$ cat config.mk
export PLATFORM = sky130hd
export DESIGN_NAME = ascii_number_parser
export DESIGN_NICKNAME = d
export VERILOG_FILES = /design/src/rtl/anp_pkg.sv /design/src/rtl/ascii_number_parser.sv /design/src/rtl/anp_char_step.sv
export SDC_FILE = /design/constraint.sdc
export NUM_CORES = 1
export LEC_CHECK = 0
export ABC_AREA = 1
export BUFFER_PORTS_ARGS = -buffer_cell sky130_fd_sc_hd__buf_2
export CORE_MARGIN = 3
export CORE_UTILIZATION = 65
export DETAILED_ROUTE_END_ITERATION = 8
export PLACE_DENSITY = 0.85
export SETUP_SLACK_MARGIN = 0.3
export SLEW_MARGIN = 10
export SYNTH_ARGS = -nofsm -noshare
export SYNTH_HDL_FRONTEND = slang
export SYNTH_HIERARCHICAL = 1
export SYNTH_SLANG_ARGS = --single-unit
$ cat constraint.sdc
create_clock -name clk -period 10.73 [get_ports clk]
set_clock_uncertainty 0.15 [all_clocks]
set_input_delay 0.5365 -clock clk [delete_from_list [all_inputs] [get_ports clk]]
set_output_delay 0.5365 -clock clk [all_outputs]
set_load 0.005 [all_outputs]
$ cat src/rtl/anp_pkg.sv
// Shared types and constants for the ASCII number parser.
// No dependencies; imported by anp_char_step and ascii_number_parser.
package anp_pkg;

  localparam logic [1:0] MODE_UDEC = 2'd0;
  localparam logic [1:0] MODE_SDEC = 2'd1;
  localparam logic [1:0] MODE_HEX  = 2'd2;

  localparam logic [7:0] CHAR_NUL   = 8'h00;
  localparam logic [7:0] CHAR_MINUS = 8'h2D;
  localparam logic [7:0] CHAR_0     = 8'h30;
  localparam logic [7:0] CHAR_6     = 8'h36;
  localparam logic [7:0] CHAR_7     = 8'h37;
  localparam logic [7:0] CHAR_8     = 8'h38;
  localparam logic [7:0] CHAR_9     = 8'h39;
  localparam logic [7:0] CHAR_LA    = 8'h61;
  localparam logic [7:0] CHAR_LF    = 8'h66;
  localparam logic [7:0] CASE_BIT   = 8'h20;

  localparam logic [31:0] UDEC_LIMIT = 32'd429496729;
  localparam logic [31:0] SDEC_LIMIT = 32'd214748364;
  localparam logic [31:0] HEX_TOP    = 32'hF000_0000;

  typedef struct packed {
    logic [31:0] acc;
    logic        err;
    logic        neg;
    logic        first;
    logic        seen;
  } anp_state_t;

  localparam anp_state_t STATE_RESET = '{acc: 32'd0, err: 1'b0, neg: 1'b0,
                                         first: 1'b1, seen: 1'b0};

endpackage

$ cat src/rtl/ascii_number_parser.sv
// A terminator transfer reaches result valid through the input register, then the
//   result register. Throughput: one character per cycle unless a terminator waits,
//   set by the combinational accumulator update (x10 shift-add or x16 shift).
// A terminator waits in the input register only while the result register is full.
// Reset (synchronous, rst high): parse_mode 0, parser state cleared, both sides empty.
module ascii_number_parser
  import anp_pkg::*;
(
  input  logic        clk,
  input  logic        rst,
  input  logic        cfg_we,
  input  logic [1:0]  cfg_data,   // parse_mode
  input  logic        s_tvalid,
  output logic        s_tready,
  input  logic [7:0]  s_tdata,    // [7:0] char_code
  output logic        m_tvalid,
  input  logic        m_tready,
  output logic [39:0] m_tdata     // [0] ok, [32:1] value, [39:33] zero
);

  logic [1:0]  parse_mode;
  logic        in_valid;
  logic [7:0]  in_char;
  anp_state_t  state;
  anp_state_t  state_next;
  logic        res_ok;
  logic [31:0] res_value;
  logic        in_term;
  logic        out_free;
  logic        advance;
  logic        out_ok;
  logic [31:0] out_value;

  anp_char_step u_step (
    .mode       (parse_mode),
    .char_code  (in_char),
    .state      (state),
    .state_next (state_next),
    .ok         (res_ok),
    .value      (res_value)
  );

  assign in_term  = (in_char == CHAR_NUL);
  assign out_free = !m_tvalid || m_tready;
  // ordinary characters never wait on the output side
  assign advance  = in_valid && (!in_term || out_free);
  assign s_tready = !in_valid || advance;

  assign m_tdata  = {7'd0, out_value, out_ok};

  always_ff @(posedge clk) begin
    if (rst) begin
      parse_mode <= MODE_UDEC;
    end else if (cfg_we) begin
      parse_mode <= cfg_data;
    end
  end

  always_ff @(posedge clk) begin
    if (rst) begin
      in_valid <= 1'b0;
    end else if (s_tready) begin
      in_valid <= s_tvalid;
    end
  end

  always_ff @(posedge clk) begin
    if (s_tready && s_tvalid) begin
      in_char <= s_tdata;
    end
  end

  always_ff @(posedge clk) begin
    if (rst) begin
      state <= STATE_RESET;
    end else if (advance) begin
      state <= in_term ? STATE_RESET : state_next;
    end
  end

  always_ff @(posedge clk) begin
    if (rst) begin
      m_tvalid <= 1'b0;
    end else if (advance && in_term) begin
      m_tvalid <= 1'b1;
    end else if (m_tready) begin
      m_tvalid <= 1'b0;
    end
  end

  always_ff @(posedge clk) begin
    if (advance && in_term) begin
      out_ok    <= res_ok;
      out_value <= res_value;
    end
  end

endmodule

$ cat src/rtl/anp_char_step.sv
// One-character update of the parser state, plus the result at a terminator.
// Pure combinational; depends on anp_pkg.
module anp_char_step
  import anp_pkg::*;
(
  input  logic [1:0]  mode,
  input  logic [7:0]  char_code,
  input  anp_state_t  state,
  output anp_state_t  state_next,
  output logic        ok,
  output logic [31:0] value
);

  logic        is_dec;
  logic        is_hex_letter;
  logic [7:0]  lower;
  logic [3:0]  digit;
  logic        dec_ovf;
  logic        sdec_ovf;
  logic [7:0]  sdec_lim;
  logic [31:0] acc_x10;

  always_comb begin
    lower         = char_code | CASE_BIT;
    is_dec        = (char_code >= CHAR_0) && (char_code <= CHAR_9);
    is_hex_letter = (lower >= CHAR_LA) && (lower <= CHAR_LF);
    // letters a..f have low nibble 1..6
    digit         = is_dec ? char_code[3:0] : (char_code[3:0] + 4'd9);
    dec_ovf       = (state.acc > UDEC_LIMIT) ||
                    ((state.acc == UDEC_LIMIT) && (char_code >= CHAR_6));
    sdec_lim      = state.neg ? CHAR_8 : CHAR_7;
    sdec_ovf      = (state.acc > SDEC_LIMIT) ||
                    ((state.acc == SDEC_LIMIT) && (char_code > sdec_lim));
    acc_x10       = {state.acc[28:0], 3'b000} + {state.acc[30:0], 1'b0}
                    + {28'd0, digit};
  end

  always_comb begin
    state_next       = state;
    state_next.first = 1'b0;
    if (!state.err) begin
      unique case (mode)
        MODE_UDEC: begin
          if (!is_dec || dec_ovf) begin
            state_next.err = 1'b1;
          end else begin
            state_next.acc  = acc_x10;
            state_next.seen = 1'b1;
          end
        end
        MODE_SDEC: begin
          if (state.first && (char_code == CHAR_MINUS)) begin
            state_next.neg = 1'b1;
          end else if (!is_dec || sdec_ovf) begin
            state_next.err = 1'b1;
          end else begin
            state_next.acc  = acc_x10;
            state_next.seen = 1'b1;
          end
        end
        MODE_HEX: begin
          if ((!is_dec && !is_hex_letter) || ((state.acc & HEX_TOP) != 32'd0)) begin
            state_next.err = 1'b1;
          end else begin
            state_next.acc  = {state.acc[27:0], digit};
            state_next.seen = 1'b1;
          end
        end
        default: begin
          state_next.err = 1'b1;
        end
      endcase
    end
  end

  always_comb begin
    ok = !state.err && state.seen;
    if (!ok) begin
      value = 32'd0;
    end else if (state.neg) begin
      value = 32'd0 - state.acc;
    end else begin
      value = state.acc;
    end
  end

endmodule

### Word level (Yosys, flattened, before mapping)

Cells that the tools add are included.

* flip-flop bits (word level): 81
* latch bits: 0
* memory bits (writable): 0
* ROM bits: 0
* word-level logic and storage cells: 90
* memories kept: 0

* add/sub/neg operators: 4
* $mul: 0
* divide/modulo/power cells: 0
* order comparisons: 8
* equality and inequality tests: 10
* shift-type cells: 0
* multiplexer cells: 24
* bitwise operators: 0
* reduce and logical (&&, ||, !) cells: 33

Operators with widths (count)
* 2-to-1 mux 32 bit: 4
* case mux 32 bit (3 select lines): 1
* 2-to-1 mux 36 bit: 1
* 2-to-1 mux 34 bit: 1
* 2-to-1 mux 33 bit: 1
* adder 32 bit: 1
* adder 32 x 4 -> 32 bit: 1
* == test 32 x 28 -> 1 bit (second input constant): 1
* == test 32 x 29 -> 1 bit (second input constant): 1
* > comparator 32 x 28 -> 1 bit (second input constant): 1
* > comparator 32 x 29 -> 1 bit (second input constant): 1
* nonzero test 32 bit: 1
* subtractor 1 x 32 -> 32 bit (first input constant): 1
* greater-or-equal comparator 8 x 6 -> 1 bit (second input constant): 2
* 2-to-1 mux 1 bit: 12
* != test 3 bit (second input constant): 4
* logical AND 1 bit: 10
* == test 8 x 6 -> 1 bit (second input constant): 1
* greater-or-equal comparator 8 x 7 -> 1 bit (second input constant): 1
* > comparator 8 bit: 1
* <= comparator 8 x 6 -> 1 bit (second input constant): 1
* <= comparator 8 x 7 -> 1 bit (second input constant): 1
* logical NOT 8 bit: 1
* logical OR 1 bit: 8
* 12 further kinds: 21

### Longest topological paths before layout

Gate-level depths: netlist (run 1).

* depth after elaboration: 10
* mapped depth: 29
* gate-level depth less buffers: 29

### Cells and area by module

The synthesis (run 1) kept the hierarchy.

By module, submodules not included
* anp_char_step: instances 1, cells each 1010, area each 5044.8 um^2, sequential area each 0.0 um^2
* ascii_number_parser: instances 1, cells each 238, area each 2793.9 um^2, sequential area each 2031.9 um^2

### Least setup slack after synthesis (run 1)

No wires, ideal clock.

* kind: register to register
* start point: register in_char[1]
* end point: register, netlist name state[24]
* library setup time: 0.138 ns
* data arrival time: 3.469 ns
* data required time: 10.442 ns
* slack: 6.973 ns
* cell stages (with the launch flop): 29
* buffers on the path: 0
* path through: edfxtp_1 -> inv_1 -> ha_1 -> inv_1 -> nand3b_1 -> nand3_2 -> nand2_1 -> xor2_1 -> inv_1 -> fa_1 -> inv_1 -> fa_1 -> nand3b_1 -> nand2_1 -> nand2_1 -> nand2_1 -> nand2_1 -> nand2_1 -> nand2_1 -> nand2_1 -> nand2_1 -> nand2_1 -> inv_1 -> nand2_1 -> nand2_1 -> nor2_1 -> nor2_1 -> nand2_1 -> a21oi_1

RTL lines
* start: declaration: line ascii_number_parser.sv:23 `logic [7:0] in_char;`
* start signal: assignment: line ascii_number_parser.sv:69 `in_char <= s_tdata;`

### Final worst setup path (run 1)

* start point: register, netlist name state[2]
* end point: register, netlist name state[10]

* word-level cells in the longest chain between the ends: 7

Ends and longest elaborated chain
* 2-to-1 mux 4 bit: line anp_char_step.sv:31 `sdec_lim = state.neg ? CHAR_8 : CHAR_7;`
* > comparator 8 bit: line anp_char_step.sv:33 `((state.acc == SDEC_LIMIT) && (char_code > sdec_lim));`
* logical AND 1 bit: line anp_char_step.sv:33
* logical OR 1 bit: line anp_char_step.sv:32 `sdec_ovf = (state.acc > SDEC_LIMIT) ||`
* logical OR 1 bit: line anp_char_step.sv:54 `end else if (!is_dec || sdec_ovf) begin`
* != test 3 bit (no line)
* AND reduction 7 bit (no line)

No other way between the ends.
A chain may end at the register's enable or synchronous reset.

==> flow_summary.ini, run 1 <==
[detailed_routing]
wl_per_cell_um = 16.3
via_per_inst = 5.89
initialDrtViolationCount = 1248
drcViolationCount = 0
dr.pass1.iters = 8
vias = 8388
ant_nets = 0
drt_wl_total_mm = 23.2

[pwr]
power.density_nw_per_um2 = 98.6
irDropWorstVdd_mv = 0.111
leakage_nw = 4.13

[synthesis]
synth_mux_area_share_pct = 0
netlist_instances = 1248
synth_compound_area_share_pct = 14.6
seq_area_frac_synth_pct = 25.9
synth_xor_area_share_pct = 2.23
synth-adder-area-share_pct = 11.4
synth_edf_count = 41
synth_top_family_by_area = simple AND/OR/NAND/NOR gates
synth.distinct_cells = 43
synth_common_cells = nand2_1, inv_1, nor2_1
synth-simple-area-share_pct = 35.3
ys_warn_count = 6
synth_top_area_share_pct = 19.3
syn_area_um2 = 7840
ys_ff_latch = 81
synthTopCellsByArea = nand2_1, edfxtp_1, ha_1
async_flop_share_pct = 0
synth_ff_type = edfxtp_1
yosysTopAreaCell = nand2_1
syn-mean-instance-area_um2 = 6.28
synth_most_common_cell = nand2_1

[sta]
drv_slew = 0
fmax_mhz = 232
min_period_ns = 4.32
setup_violations = 0
finalHoldViolCount = 0
relSlewSlack_pct = 25.8
fin_crit_sh_pct = 40.2
worst_slew_pin_slew_ns = 1.11
rsz0062_at_grt = no
finalSetupTns_ns = 0

[place]
io_buffers = 49
gp_congestion = 0.993
hpwl_mm = 17.0

[final_layout]
utilization_pct = 72.4
area_growth_pct = 7.25
final_net_count = 1361
num-fill-cells = 1026
antenna_cells = 0
drive_gt1_share_pct = 7.49

[clocking]
post_cts_buffers = 0
cts_buffer_depth = 2
clock_sinks = 81
root_buffer = clkbuf_16
clock_latency_ns = 0.35
numCtsBuffers = 9
clk_pin_slew_ns = 0.06
cts_hold_buf = 0
cts_tree = done
cts_max_level = 3
cts_resized = 0

[worst_setup_path]
cp_max_fo = 27
worst_setup_path_end_kind = register
cp-start-kind = register
arrival_ns = 4.44
critPathRequiredTime_ns = 10.85
criticalPathCategory = register to register

[die]
num_rows = 39
die_w_um = 116
boundaryPins = 57
die_h_um = 116
start_util_pct = 67.5
core_area_um2 = 11600
die_area_um2 = 13400

[outcome]
outcome = finished clean

[job]
maxCapViolCount = 0

[global_routing]
grt_max_degree = 46
grt.overflow.total = 0
grt_pass1_wl_mm = 37.3
grtUsageTotal_pct = 35.1
first_global_vias = 7533
antenna_found_initial = 0

[min_path]
hp-class = input pin to register
[sequential cells by signal, indices dropped and copies added (netlist names)]
register    count
in_valid        1
out_ok          1
parse_mode      2
in_char         8
m_tvalid        1
out_value      32
state          36
[cells in the final DEF (no fill, tap or decap), types with 3 or more instances in the layout]
| cell type | netlist | final |
|---|---|---|
| edfxtp_1 | 41 | 41 |
| conb_1 | 2 | 8 |
| and3_1 | 3 | 3 |
| ha_1 | 68 | 68 |
| dfxtp_1 | 40 | 40 |
| nor2_1 | 138 | 138 |
| xor2_1 | 7 | 7 |
| a22oi_1 | 6 | 6 |
| nand2_2 | 5 | 5 |
| nand2_1 | 403 | 403 |
| buf_2 | 10 | 49 |
| nor4_1 | 3 | 3 |
| clkinv_1 | 2 | 3 |
| nand3b_1 | 6 | 6 |
| nand4_1 | 15 | 15 |
| nand2_4 | 5 | 5 |
| o21ai_0 | 75 | 75 |
| clkbuf_16 | 0 | 9 |
| nor2_2 | 7 | 7 |
| a21oi_1 | 115 | 115 |
| buf_4 | 12 | 3 |
| nor3_1 | 18 | 18 |
| a21oi_2 | 5 | 5 |
| bufinv_16 | 0 | 3 |
| inv_1 | 152 | 151 |
| o21bai_1 | 3 | 3 |
| nand3_1 | 52 | 52 |
| nor2_4 | 3 | 3 |
| xnor2_1 | 13 | 13 |
[worst paths after layout]
path | from | to | slack, ns | cells after the start
min | s_tdata[0] | in_char[0] | 0.21 | 1
min reg2reg | state[0] | state[0] | 0.32 | 2
max reg2reg | state[2] | state[10] | 6.41 | 16
max | state[2] | state[10] | 6.41 | 16
[where the power goes]
group / switching [mW] / internal (mW) / total [mW]
Combinational: 0.0854 / 0.0397 / 0.125
Sequential: 0.0138 / 0.330 / 0.343
Clock: 0.133 / 0.227 / 0.360
Total: 0.232 / 0.597 / 0.829
[cells by family after synthesis]
kind of cell             count (synthesis)
adder cells (fa/ha/maj)                 70
buffers and inverters                  195
other                                    2
AO/OA/AOI/OAI                          216
AND/OR/NAND/NOR                        664
XOR/XNOR                                20
flip-flops                              81
[routing by layer]
metal,global-route usage (%),wire length (um),vias to the layer above
met4,11.9,804,0
met2,57.3,10400,449
li1,-,-,4091
met5,0,0,-
met1,48.0,9940,3777
met3,5.01,2070,71
[per-stage QoR]
stage	instances	total power [mW]	cell area, um2	hold WS, ns	setup WS, ns
5_1_grt	1424	0.857	8410	0.207	5.97
4_1_cts	1424	0.825	8410	0.206	6.46
6_report	1424	0.829	8410	0.211	6.41
3_5_place_dp	1408	0.469	8070	0.304	6.47
3_3_place_gp	1408	0.467	8070	0.299	6.57
2_1_floorplan	1254	0.441	7860	0.279	6.97
[critical path: stages (launching register included)]
cell,delay (ns)
dfxtp_1,0.75
clkinv_1,0.81
ha_1,0.59
nand2_1,0.07
nor2_1,0.10
nand2_1,0.06
nand2_1,0.06
inv_1,0.03
a21oi_1,0.20
nand3_1,0.12
nand2_2,0.39
inv_1,0.27
o21ai_0,0.25
nand2_1,0.07
nand2_1,0.07
nand2_1,0.05
a21oi_1,0.17
[area by class of cell]
type	count	area (um2)	area share [%]
clock buffers	9	225	2.68
flip-flops and latches	81	2030	24.2
inverters	154	578	6.88
multi-input cells	978	5010	59.6
well taps	143	179	2.13
clock inverters	7	116	1.38
repair buffers	52	268	3.19
No activity file was read; power rests on OpenSTA's default activity.
==> run 2, diff against run 1 <==
- CORE_UTILIZATION: 65 -> 56
- PLACE_DENSITY: 0.85 -> 0.78
- clock period: 10.73 -> 3.8 ns (I/O delays scaled with it)
==> run 2 against run 1 <==
The run now ends with setup timing left. Die area up 15%. Critical path depth up 6. Sequential power rose to 2.8 times the previous value. Highest routed layer unchanged. Largest power group is now sequential cells. Sequential share of layout area down 1.9 points.
==> flow_summary.ini, run 2 (synthesized netlist as in run 1, its figures left out) <==
[outcome]
outcome = finished with violations
violations = setup timing

[min_path]
hp-class = input pin to register
hold_start = m_tready
whs_endpoint = m_tvalid
whs_path_depth = 4

[detailed_routing]
vias = 8669
drcViolationCount = 0
dr.pass1.iters = 6
drt_wl_total_mm = 24.1
via_per_inst = 5.73
ant_nets = 0
wl_per_cell_um = 15.9
initialDrtViolationCount = 1055

[worst_setup_path]
cp_cell_sequence = inv_2 -> ha_4 -> nand3b_1 -> nand3_2 -> nand2_2 -> xor2_2 -> inv_2 -> fa_1 -> inv_2 -> fa_2 -> nand3b_1 -> nand2_2 -> buf_4 -> buf_6 -> nand4_1 -> nand3_1 -> nand2_1 -> nand2_2 -> a21oi_2 -> a21oi_2 -> nand2_1 -> a21oi_2
worst_setup_path_end_kind = register
path_buf_inv = 5
r2r-end = state[26]
r2r_slack_ns = -0.09
crit_slowest_cell = fa_1
arrival_ns = 4.01
critPathTopFamily = simple AND/OR/NAND/NOR gates
ff2ff_path_depth = 22
r2r_start = in_char[0]
criticalPathCategory = register to register
cp_max_fo = 4
cp-start-kind = register
cpPeakStageDelay_ns = 0.55
critPathRequiredTime_ns = 3.92

[clocking]
root_buffer = clkbuf_16
cts_tree = done
clock_sinks = 81
cts_buffer_depth = 2
cts_max_level = 3
numCtsBuffers = 9
clock_latency_ns = 0.34
clk_pin_slew_ns = 0.06

[final_layout]
largestRegisters = state x36, out_value x32, in_char x8
num-fill-cells = 1211
final_cell_mix = nand2_1, inv_1, nor2_1
antenna_cells = 0
final_net_count = 1418
top_register = state
largest_reg_flops = 36
fin_area_um2 = 9140
final_common_cell = nand2_1
drive_gt1_share_pct = 15.0
area_growth_pct = 16.6

[pwr]
leakage_nw = 4.45
power.density_nw_per_um2 = 246
irDropWorstVdd_mv = 0.271

[global_routing]
antenna_found_initial = 0
grtUsageTotal_pct = 29.8
grt_pass1_wl_mm = 38.3
grt.overflow.total = 0
first_global_vias = 7821
grt_max_degree = 39

[job]
maxCapViolCount = 0

[place]
gp_congestion = 0.982
io_buffers = 49
dpl_cell_area_um2 = 8340
hpwl_mm = 17.4

[die]
die_h_um = 124
die_area_um2 = 15500
start_util_pct = 58.3
boundaryPins = 57
core_area_um2 = 13500
num_rows = 42
die_w_um = 124

[sta]
drv_slew = 0
holdWs_ns = 0.0652
setup_violations = 4
finalSetupTns_ns = -0.170
setup_ws_ns = -0.0892
rsz0062_at_grt = yes
fmax_mhz = 257
worst_slew_pin_slew_ns = 1.01
finalHoldViolCount = 0
fin_crit_sh_pct = 102
min_period_ns = 3.89
relSlewSlack_pct = 32.4
-- run 2: per-layer routing --
metal / up-vias / track usage [%] / share of wire [%]
li1: 4201 / - / -
met1: 3942 / 39.7 / 42
met5: - / 0 / 0
met3: 82 / 4.80 / 8.6
met2: 444 / 49.1 / 47
met4: 0 / 10.6 / 3.0
-- run 2: final cells by class --
cell class              count  area, um2  area share (%)
inverters                 154        578            6.32
multi-input cells         978       5270            57.6
repair buffers            109        739            8.09
well taps                 176        220            2.41
flip-flops and latches     81       2030            22.2
clock inverters             3       21.3           0.233
clock buffers              13        282            3.08
-- run 2: repair_timing --
item	4_1_cts	5_1_grt
setup buffers	14	5
resized for setup	37	26
pin swaps	47	30
endpoints found under the setup margin	25	28
hold endpoints to repair	11	0
gates cloned	0	0
hold buffers	13	0
-- run 2: tightest hold or removal path: stages --
cell	delay, ns
buf_2	0.07
nor2_1	0.07
a21oi_1	0.12
nor2_1	0.05
-- run 2: through the flow --
stage / util [%] / setup WS [ns] / total power [mW] / instances
3_3_place_gp: 62.0 / -0.0321 / 1.34 / 1466
6_report: 68.0 / -0.0892 / 2.25 / 1514
3_5_place_dp: 62.0 / -0.127 / 1.34 / 1466
4_1_cts: 66.9 / 0.0226 / 2.22 / 1509
2_1_floorplan: - / 0.200 / 1.25 / 1254
5_1_grt: 68.0 / -0.363 / 2.33 / 1514
-- run 2: how the worst max path moves through the flow --
stage | endpoint | depth (start not counted) | from
floorplan | state[24] | 28 | in_char[1]
global placement | state[34] | 25 | in_char[1]
detailed placement | state[34] | 24 | in_char[0]
CTS | state[34] | 24 | in_char[0]
global route | state[24] | 27 | in_char[0]
finish | state[26] | 22 | in_char[0]
-- run 2: power breakdown --
| part | internal, mW | switching [mW] |
|---|---|---|
| registers | 0.931 | 0.0316 |
| logic | 0.146 | 0.267 |
| clock network | 0.520 | 0.353 |
| total | 1.60 | 0.651 |
==> run 3, diff against run 2 <==
- CORE_UTILIZATION: 56 -> 62
- PLACE_DENSITY: 0.78 -> 0.82
- clock period: 3.8 -> 4.3 ns (I/O delays scaled with it)
==> run 3 against run 2 <==
The flow now finishes without violations. Sequential power is 11% lower. Combinational power shrank 16%. Sequential cell count is the same. Total power down 6.8%.
==> flow_summary.ini, run 3 (synthesized netlist as in run 1, its figures left out) <==
[outcome]
outcome = finished clean

[worst_setup_path]
critPathRequiredTime_ns = 4.43
critPathTopFamily = simple AND/OR/NAND/NOR gates
critPathLaunch = in_char[0]
arrival_ns = 4.14
ff2ff_path_depth = 23
path_buf_inv = 3
crit_slowest_cell = edfxtp_1
criticalPathCategory = register to register
cp_cell_sequence = inv_2 -> ha_2 -> nand3b_1 -> nand3_2 -> nand2_1 -> xor2_1 -> inv_1 -> ha_1 -> ha_1 -> inv_1 -> fa_2 -> nand3b_1 -> nand2_2 -> nand2_2 -> nand2_2 -> nand2_1 -> nand2_2 -> nand2_4 -> o211ai_1 -> nand3_1 -> a21oi_2 -> nand2_1 -> a21oi_2
cp_max_fo = 5
cpMostUsedCell = nand2_2
cp-start-kind = register
cpPeakStageDelay_ns = 0.50
r2r_start = in_char[0]
worst_setup_path_end_kind = register
r2r-end = state[32]
r2r_slack_ns = 0.29

[job]
maxCapViolCount = 0

[final_layout]
utilization_pct = 72.3
num-fill-cells = 1030
antenna_cells = 0
area_growth_pct = 12.2
largestRegisters = state x36, out_value x32, in_char x8
layout.cells.non_filler = 1481
final_common_cell = nand2_1
final_net_count = 1393
final_cell_mix = nand2_1, inv_1, nor2_1
top_register = state
largest_reg_flops = 36
fin_area_um2 = 8790
drive_gt1_share_pct = 11.3

[clocking]
cts_tree = done
cts_max_level = 3
clk_pin_slew_ns = 0.06
root_buffer = clkbuf_16
clock_sinks = 81
numCtsBuffers = 9
clock_latency_ns = 0.35
cts_buffer_depth = 2

[sta]
drv_slew = 0
holdWs_ns = 0.0467
finalHoldViolCount = 0
relSlewSlack_pct = 41.9
min_period_ns = 4.01
worst_slew_pin_slew_ns = 0.872
setup_ws_ns = 0.285
rsz0062_at_grt = yes
setup_violations = 0
fmax_mhz = 249
finalSetupTns_ns = 0
fin_crit_sh_pct = 93.4

[die]
die_h_um = 118
boundaryPins = 57
die_w_um = 118
start_util_pct = 64.5
num_rows = 40
die_area_um2 = 14000
core_area_um2 = 12200

[place]
dp.cells = 1442
io_buffers = 49
gp_congestion = 1.01
place_ws_ns = 0.179
dpl_cell_area_um2 = 8160
hpwl_mm = 17.0

[detailed_routing]
initialDrtViolationCount = 986
drt_wl_total_mm = 24.3
ant_nets = 0
wl_per_cell_um = 16.4
vias = 8578
via_per_inst = 5.79
drcViolationCount = 0
dr.pass1.iters = 5

[global_routing]
grtUsageTotal_pct = 32.9
grt_pass1_wl_mm = 37.5
antenna_found_initial = 0
grt.overflow.total = 0
grt_max_degree = 46
first_global_vias = 7637

[min_path]
hp-class = input pin to register
whs_path_depth = 3
hold_start = cfg_we
whs_endpoint = parse_mode[1]

[pwr]
finalPower_mw = 2.09
irDropWorstVdd_mv = 0.320
power.density_nw_per_um2 = 238
leakage_nw = 4.31
[run 3: cell types whose count changed in the layout (fill, tap and decap cells not counted), moves of 5 or more]
cell,delta
nand3_1,+7
xnor2_2,-5
o21ai_1,-7
xnor2_1,+5
o21ai_0,+6
nand3_2,-7
nand2_1,+11
buf_4,-19
nand2_2,-9
[run 3: worst reg2reg max path: cells and delay by family (launching register included)]
family / cells / cell delay, ns
AO/OA/AOI/OAI: 3 / 0.53
XOR/XNOR: 1 / 0.21
adder cells (fa/ha/maj): 4 / 1.04
buffers and inverters: 3 / 0.25
flip-flops: 1 / 0.50
AND/OR/NAND/NOR: 12 / 1.26
[run 3: area by class of cell]
type / count / area, um2 / share of cell area (%)
Multi-Input combinational cell: 978 / 5100 / 58.0
Tap cell: 168 / 210 / 2.39
Inverter: 154 / 578 / 6.57
Clock inverter: 7 / 116 / 1.32
Timing Repair Buffer: 84 / 533 / 6.06
Clock buffer: 9 / 225 / 2.56
Sequential cell: 81 / 2030 / 23.1
[run 3: how the worst max path moves through the flow]
| stage | endpoint | slack [ns] | depth (start not counted) |
|---|---|---|---|
| after global placement | state[24] | 0.32 | 27 |
| after floorplan | state[24] | 0.54 | 28 |
| after global routing | state[34] | 0.03 | 24 |
| after detailed placement | state[32] | 0.18 | 22 |
| after CTS | state[32] | 0.31 | 22 |
| final | state[32] | 0.29 | 23 |
[run 3: what timing repair did]
item / in CTS / in global routing
endpoints found under the hold margin: 10 / 0
setup endpoints to repair: 4 / 17
setup buffers: 3 / 10
gates resized for setup: 7 / 31
cloned: 0 / 0
pin swaps: 1 / 21
hold buffers: 10 / 0
[run 3: report_power, final]
part           internal (mW)  switching [mW]  total (mW)  leakage [nW]
registers              0.823          0.0309       0.854         0.717
clock network          0.568           0.327       0.895         0.164
logic                  0.116           0.229       0.345          3.42
[run 3: per-layer routing]
layer / GRT usage, % / share of wire [%]
met1: 43.3 / 41
met2: 53.1 / 46
met3: 5.84 / 9.0
met4: 14.3 / 4.0
met5: 0 / 0
